<file path="src/sv/reflt_pkg.sv">
`timescale 1ns / 1ps
// ----------------------------------------------------------------------------
// reflt_pkg
// shared types and byte codes of the radio event frame link tracker
// ----------------------------------------------------------------------------
package reflt_pkg;

   localparam logic [7:0] BYTE_STX   = 8'h02;
   localparam logic [7:0] BYTE_IND   = 8'h69;
   localparam logic [7:0] OP_READY   = 8'h25;
   localparam logic [7:0] OP_ESTAB   = 8'h0C;
   localparam logic [7:0] OP_TRANSP  = 8'h11;
   localparam logic [7:0] OP_RELEASE = 8'h0E;
   localparam logic [7:0] BYTE_ETX   = 8'h03;

   typedef enum logic [2:0] {
      PH_START  = 3'd0,
      PH_TYPE   = 3'd1,
      PH_OPCODE = 3'd2,
      PH_LEN_LO = 3'd3,
      PH_LEN_HI = 3'd4,
      PH_SUM    = 3'd5,
      PH_DATA   = 3'd6,
      PH_END    = 3'd7
   } phase_type;

   typedef enum logic [1:0] {
      LINK_UNINIT = 2'd0,
      LINK_NOCONN = 2'd1,
      LINK_CONN   = 2'd2
   } link_type;

   typedef enum logic [2:0] {
      EV_NONE    = 3'd0,
      EV_READY   = 3'd1,
      EV_ESTAB   = 3'd2,
      EV_TRANSP  = 3'd3,
      EV_RELEASE = 3'd4
   } event_type;

   typedef struct packed {
      phase_type   phase;
      event_type   held_event;
      logic [7:0]  running_sum;
      logic [15:0] remaining;
      link_type    link;
   } track_state_type;

   typedef struct packed {
      link_type  link_status;
      event_type frame_event;
      logic      flush_rx;
   } track_result_type;

   localparam track_state_type STATE_RESET = '{
      phase:       PH_START,
      held_event:  EV_NONE,
      running_sum: 8'h00,
      remaining:   16'h0000,
      link:        LINK_UNINIT
   };

endpackage

</file>
<file path="src/sv/reflt_step.sv">
`timescale 1ns / 1ps
// ----------------------------------------------------------------------------
// reflt_step
// per-byte frame parser and link status update, purely combinational
// ----------------------------------------------------------------------------
module reflt_step (
   input  reflt_pkg::track_state_type  cur_state,
   input  logic [7:0]                  rx_byte,
   input  logic                        framing_error,
   output reflt_pkg::track_state_type  nxt_state,
   output reflt_pkg::track_result_type result
);
   import reflt_pkg::*;

   function automatic event_type opcode_event(input logic [7:0] b);
      event_type e;
      case (b)
         OP_READY:   e = EV_READY;
         OP_ESTAB:   e = EV_ESTAB;
         OP_TRANSP:  e = EV_TRANSP;
         OP_RELEASE: e = EV_RELEASE;
         default:    e = EV_NONE;
      endcase
      return e;
   endfunction

   track_state_type parsed;
   event_type       ev;
   event_type       op_ev;
   logic            flush;

   assign op_ev = opcode_event(rx_byte);

   // frame parser
   always_comb begin
      parsed = cur_state;
      ev     = EV_NONE;
      case (cur_state.phase)
         PH_START: begin
            if (rx_byte == BYTE_STX) parsed.phase = PH_TYPE;
         end
         PH_TYPE: begin
            parsed.phase = (rx_byte == BYTE_IND) ? PH_OPCODE : PH_START;
         end
         PH_OPCODE: begin
            if (op_ev != EV_NONE) begin
               parsed.held_event  = op_ev;
               parsed.running_sum = BYTE_IND + rx_byte;
               parsed.phase       = PH_LEN_LO;
            end else begin
               parsed.phase = PH_START;
            end
         end
         PH_LEN_LO: begin
            parsed.remaining   = {8'h00, rx_byte};
            parsed.running_sum = cur_state.running_sum + rx_byte;
            parsed.phase       = PH_LEN_HI;
         end
         PH_LEN_HI: begin
            parsed.remaining   = {rx_byte, cur_state.remaining[7:0]};
            parsed.running_sum = cur_state.running_sum + rx_byte;
            parsed.phase       = PH_SUM;
         end
         PH_SUM: begin
            parsed.phase = (rx_byte == cur_state.running_sum) ? PH_DATA : PH_START;
         end
         PH_DATA: begin
            // zero length behaves like a length of one
            if (cur_state.remaining <= 16'd1) begin
               parsed.remaining = 16'd0;
               parsed.phase     = PH_END;
            end else begin
               parsed.remaining = cur_state.remaining - 16'd1;
            end
         end
         PH_END: begin
            parsed.phase = PH_START;
            if (rx_byte == BYTE_ETX) ev = cur_state.held_event;
         end
         default: begin
            parsed.phase = PH_START;
         end
      endcase
   end

   // link status follows completed frames
   always_comb begin
      nxt_state = parsed;
      flush     = 1'b0;
      case (cur_state.link)
         LINK_UNINIT: begin
            if (ev == EV_READY) nxt_state.link = LINK_NOCONN;
         end
         LINK_NOCONN: begin
            if (ev == EV_ESTAB) begin
               nxt_state.link = LINK_CONN;
               flush          = 1'b1;
            end
         end
         LINK_CONN: begin
            if (ev == EV_RELEASE) begin
               nxt_state.link = LINK_NOCONN;
               flush          = 1'b1;
            end
         end
         default: begin
            nxt_state.link = cur_state.link;
         end
      endcase

      // a byte with a framing error leaves everything alone
      if (framing_error) begin
         nxt_state = cur_state;
      end
   end

   assign result.link_status = nxt_state.link;
   assign result.frame_event = framing_error ? EV_NONE : ev;
   assign result.flush_rx    = framing_error ? 1'b0 : flush;

endmodule

</file>
<file path="src/sv/radio_event_frame_link_tracker_top.sv">
`timescale 1ns / 1ps
// ----------------------------------------------------------------------------
// radio_event_frame_link_tracker_top
// parses indication frames from received serial bytes and tracks link status
// ----------------------------------------------------------------------------
//
//  channel  | direction | handshake          | payload
//  ---------+-----------+--------------------+------------------------------------
//  req_     | in        | req_valid/ready    | rx_byte[7:0], framing_error
//  rsp_     | out       | rsp_valid/ready    | link_status[1:0], frame_event[2:0],
//           |           |                    | flush_rx
//
//  one transaction per cycle while results are taken; each accepted byte gives exactly one result
//  on the following cycle, set by the single parser/link update stage
//  synchronous reset returns the parser to waiting for the start byte,
//  the link to uninitialized and empties the result register
//  while the result register is full and rsp_ready is low, req_ready is low;
//  otherwise a new byte is taken in the same cycle the old result leaves
//
module radio_event_frame_link_tracker_top (
   input  logic       clock,
   input  logic       reset,
   input  logic       req_valid,
   output logic       req_ready,
   input  logic [7:0] req_rx_byte,
   input  logic       req_framing_error,
   output logic       rsp_valid,
   input  logic       rsp_ready,
   output logic [1:0] rsp_link_status,
   output logic [2:0] rsp_frame_event,
   output logic       rsp_flush_rx
);
   import reflt_pkg::*;

   track_state_type  state_ff;
   track_state_type  state_in;
   track_result_type result_ff;
   track_result_type result_in;
   logic             rsp_valid_ff;
   logic             rsp_valid_in;
   logic             req_fire;

   // output register frees up when empty or when being taken this cycle
   assign req_ready = !rsp_valid_ff || rsp_ready;
   assign req_fire  = req_valid && req_ready;

   reflt_step u_step (
      .cur_state     (state_ff),
      .rx_byte       (req_rx_byte),
      .framing_error (req_framing_error),
      .nxt_state     (state_in),
      .result        (result_in)
   );

   always_comb begin
      rsp_valid_in = rsp_valid_ff;
      if (req_fire) begin
         rsp_valid_in = 1'b1;
      end else if (rsp_ready) begin
         rsp_valid_in = 1'b0;
      end
   end

   // control and parser state
   always_ff @(posedge clock) begin
      if (reset) begin
         state_ff     <= STATE_RESET;
         rsp_valid_ff <= 1'b0;
      end else begin
         rsp_valid_ff <= rsp_valid_in;
         if (req_fire) state_ff <= state_in;
      end
   end

   // result payload, no reset needed
   always_ff @(posedge clock) begin
      if (req_fire) result_ff <= result_in;
   end

   assign rsp_valid       = rsp_valid_ff;
   assign rsp_link_status = result_ff.link_status;
   assign rsp_frame_event = result_ff.frame_event;
   assign rsp_flush_rx    = result_ff.flush_rx;

   // flush only goes with a link established or released event
   a_flush_event : assert property (@(posedge clock) disable iff (reset)
      rsp_valid_ff && result_ff.flush_rx |->
         (result_ff.frame_event == EV_ESTAB || result_ff.frame_event == EV_RELEASE))
      else $error("flush without link change event");

   // a byte with a framing error changes no state
   a_ferr_hold : assert property (@(posedge clock) disable iff (reset)
      req_fire && req_framing_error |=> state_ff == $past(state_ff))
      else $error("framing error byte altered parser state");

   // reported link status matches the tracker state after the transaction
   a_link_match : assert property (@(posedge clock) disable iff (reset)
      req_fire |=> result_ff.link_status == state_ff.link)
      else $error("result link status differs from tracked link");

   // a full result register that is not taken blocks new bytes
   a_stall : assert property (@(posedge clock) disable iff (reset)
      rsp_valid_ff && !rsp_ready |-> !req_ready)
      else $error("byte accepted while result stalled");

endmodule

</file>
<file path="config.mk">
export PLATFORM = sky130hd
export DESIGN_NAME = radio_event_frame_link_tracker_top
export DESIGN_NICKNAME = d
export VERILOG_FILES = /design/src/sv/reflt_pkg.sv /design/src/sv/reflt_step.sv /design/src/sv/radio_event_frame_link_tracker_top.sv
export SDC_FILE = /design/constraint.sdc
export NUM_CORES = 1
export LEC_CHECK = 0
export BUFFER_PORTS_ARGS = -buffer_cell sky130_fd_sc_hd__buf_2
export CAP_MARGIN = 20
export CORE_MARGIN = 2
export CORE_UTILIZATION = 28
export CTS_CLUSTER_SIZE = 24
export DETAILED_ROUTE_END_ITERATION = 7
export GPL_ROUTABILITY_DRIVEN = 0
export SYNTH_ARGS = -nofsm -noshare
export SYNTH_HDL_FRONTEND = slang
export SYNTH_SLANG_ARGS = --single-unit
</file>
<file path="constraint.sdc">
create_clock -name clock -period 3.5 [get_ports clock]
set_input_delay 0.175 -clock clock [delete_from_list [all_inputs] [get_ports clock]]
set_output_delay 0.175 -clock clock [all_outputs]
set_load 0.01 [all_outputs]
</file>
==> flow_summary_export.csv <==
group,metric,value,unit
cells_and_area,nets,387,
floorplan,rows,37,
cells_and_area,area_growth,10.0,%
floorplan,fp.dieH,106,um
detailed_routing,wl_per_cell,15.8,um
outcome,status,"complete, no violations",
detailed_routing,vias,2754,
setup_path,worstSetupPathType,"reg -> reg",
global_route,grt_first_pass_wirelength,13300,um
power,irDropWorstVdd,124,uV
cells_and_area,drive_gt1_frac,0.114,
detailed_routing,wl_met3,477,um
synthesis,synth_edf_count,6,
setup_path,critPathRequiredTime,3.69,ns
clock_network,ctsHoldBuffers,0,
power,total_power,0.000873,W
setup_path,cp.buffers_inverters,0,
detailed_routing,first_pass_iters,4,
timing,grt_setup_unrepaired,"false",
setup_path,critPathSlowestCell,"o21ai_1",
synthesis,synthArstFlopShare,0,
timing,timing.fmax,324,MHz
setup_path,startpoint_type,"flop",
floorplan,coreArea,10200,um2
detailed_routing,wl_met2,3570,um
clock_network,cts_max_path_buffers,2,
power,p_per_area,271,nW/um2
placement,placed_cells,489,
setup_path,crit_path_cell_trace,"nand2b_1 > o21ai_1 > nand2b_1 > ha_1 > and3_1 > a211o_1 > o221ai_1 > mux2_1 > a32o_1",
synthesis,seq_area_frac_synth,0.287,
setup_path,crit_path_frequent_cell,"nand2b_1",
clock_network,cts_resized,0,
floorplan,fp.dieW,106,um
clock_network,clk_transition_reported_paths,0.08,ns
synthesis,synth_nets,376,
global_route,grt_util_all_layers,0.144,
setup_path,reg2reg_to,"state_ff[25]",
cells_and_area,final_cells,496,
floorplan,start_util,0.286,
detailed_routing,wirelength,7820,um
floorplan,io_pins,21,
cells_and_area,final_cell_mix,"dfxtp_1 (33), nor2_1 (27), a21oi_1 (23), buf_2 (20), nand2_1 (16)",
detailed_routing,drt_iter0_markers,284,
cells_and_area,diodes,0,
timing,skew,0.00573,ns
setup_path,end_kind,"flop",
clock_network,cts_tree,"built",
synthesis,netlist_area,2930,um2
min_path,hp-class,"in -> reg",
synthesis,syn_inst,349,
timing,finalCriticalPeriod,3.09,ns
detailed_routing,wl_met1,3720,um
setup_path,r2r_slack,0.41,ns
detailed_routing,antenna_left,0,
detailed_routing,drc,0,
timing,worst_pin_slew,0.810,ns
global_route,antenna_found_initial,0,
cells_and_area,multi_input_area,1950,um2
placement,io_buffers,20,
timing,setup_viol,0,
min_path,holdPathEnd,"rsp_valid",
synthesis,synth.avg_cell_area,8.39,um2
global_route,grt_pass1_vias,2681,
clock_network,clk_latency,0.29,ns
min_path,hp-start,"req_valid",
cells_and_area,seq_area,841,um2
synthesis,ys_types,64,
clock_network,htreeDepth,2,
synthesis,synth-seq-cells,39,
synthesis,ys.flop_type,"dfxtp_1",
floorplan,dieArea,11300,um2
setup_path,cp_max_fo,9,
cells_and_area,layout_commonest_cell,"dfxtp_1",
run,max_cap_viol_count,0,
synthesis,ys.warnings.count,0,
timing,fin_crit_sh,0.883,
detailed_routing,top_layer,"met4",
clock_network,cts.sinks,39,
setup_path,crit_family,"compound AO/OA/AOI/OAI gates",
min_path,hold_depth,3,
setup_path,r2r_start,"state_ff[31]",
clock_network,cts_setup_buffers,0,
setup_path,worst-path-stages,9,
detailed_routing,viasPerCell,5.55,
setup_path,arrival,3.28,ns
setup_path,r2r_cells,9,
power,leakage,1.07,nW
cells_and_area,n_fill_cell,1075,
global_route,overflow,0,
global_route,grt_max_degree,34,
timing,drv_slew,0,
timing,hold_viol,0,
setup_path,critical_path.startpoint,"state_ff[31]",
timing,slew-limit-headroom,0.455,
clock_network,cts_root_buffer,"clkbuf_8",
clock_network,numCtsBuffers,5,
setup_path,max_stage_delay,0.53,ns
timing,final.setup.tns,0,ns
placement,place_hpwl,5490,um
[metal layers]
layer  GRT usage  up-vias
li1            -     1356
met5           0        -
met4      0.0320        0
met2       0.233       68
met1       0.199     1324
met3      0.0251        6
[flip-flops by register name (all words and copies together) (netlist names)]
| register | flops |
|---|---|
| rsp_valid | 1 |
| rsp_frame_event | 3 |
| state_ff | 32 |
| rsp_link_status | 2 |
| rsp_flush_rx | 1 |
[worst max path at each step]
| stage | end |
|---|---|
| 2_1_floorplan | state_ff[25] |
| 3_3_place_gp | state_ff[25] |
| 3_5_place_dp | state_ff[25] |
| 4_1_cts | state_ff[25] |
| 5_1_grt | state_ff[25] |
| 6_report | state_ff[25] |
[Yosys cell counts, types with 5 or more instances]
library cell,instances,area share
ha_1,13,0.056
nand2_1,16,0.021
edfxtp_1,6,0.062
nand3_1,15,0.026
mux2i_1,5,0.017
and2_1,11,0.023
nand3b_1,6,0.015
a21oi_1,23,0.039
o21ai_0,13,0.022
buf_2,7,0.012
o31ai_1,5,0.013
inv_1,11,0.014
xnor2_1,13,0.039
o211ai_1,6,0.015
clkbuf_1,13,0.017
a211oi_1,8,0.021
nand4_1,9,0.019
a22oi_1,6,0.015
and3_1,5,0.011
nor4_1,9,0.019
nand2b_1,7,0.015
dfxtp_1,33,0.23
a31oi_1,7,0.015
nor3_1,7,0.012
nor2_1,27,0.035
[kinds of logic (layout without fill, tap and decap cells)]
| logic type | Yosys count | in the layout | synth area share |
|---|---|---|---|
| and+or+nand+nor | 138 | 138 | 0.282 |
| AOI/OAI and AO/OA | 101 | 101 | 0.246 |
| DFF | 39 | 39 | 0.287 |
| buffers and inverters | 33 | 44 | 0.0478 |
| xor gates and xnor gates | 17 | 17 | 0.0508 |
| adders and majority gates | 14 | 14 | 0.0624 |
| muxes | 7 | 7 | 0.0248 |
[final cells by class]
type,instances,share of cell area
multi-input combinational,277,0.605
tap,136,0.0528
inverter,11,0.0128
clock buffer,7,0.0237
sequential,39,0.261
timing repair buffer,26,0.0450
[worst register-to-register path, stage by stage, from the launching register on]
cell and delay (ns):
dfxtp_1 0.45, nand2b_1 0.14, o21ai_1 0.53, nand2b_1 0.12, ha_1 0.36, and3_1 0.22
a211o_1 0.33, o221ai_1 0.28, mux2_1 0.36, a32o_1 0.20
[power breakdown]
| part | leakage [nW] | total [W] | switching [W] | internal (W) |
|---|---|---|---|---|
| Sequential | 0.327 | 0.000464 | 0.00000341 | 0.000461 |
| Combinational | 0.706 | 0.000108 | 0.0000690 | 0.0000393 |
| Clock | 0.0383 | 0.000301 | 0.000163 | 0.000138 |
[per-stage QoR]
step	area [um2]	hold slack (ns)	setup WS, ns	utilization
floorplan	2930	0.345	0.657	-
global placement	3150	0.476	0.571	0.307
detailed placement	3150	0.485	0.423	0.307
CTS	3220	0.189	0.403	0.315
global route	3220	0.217	0.184	0.315
finish	3220	0.201	0.411	0.315
(Power assumes the default switching activity.)
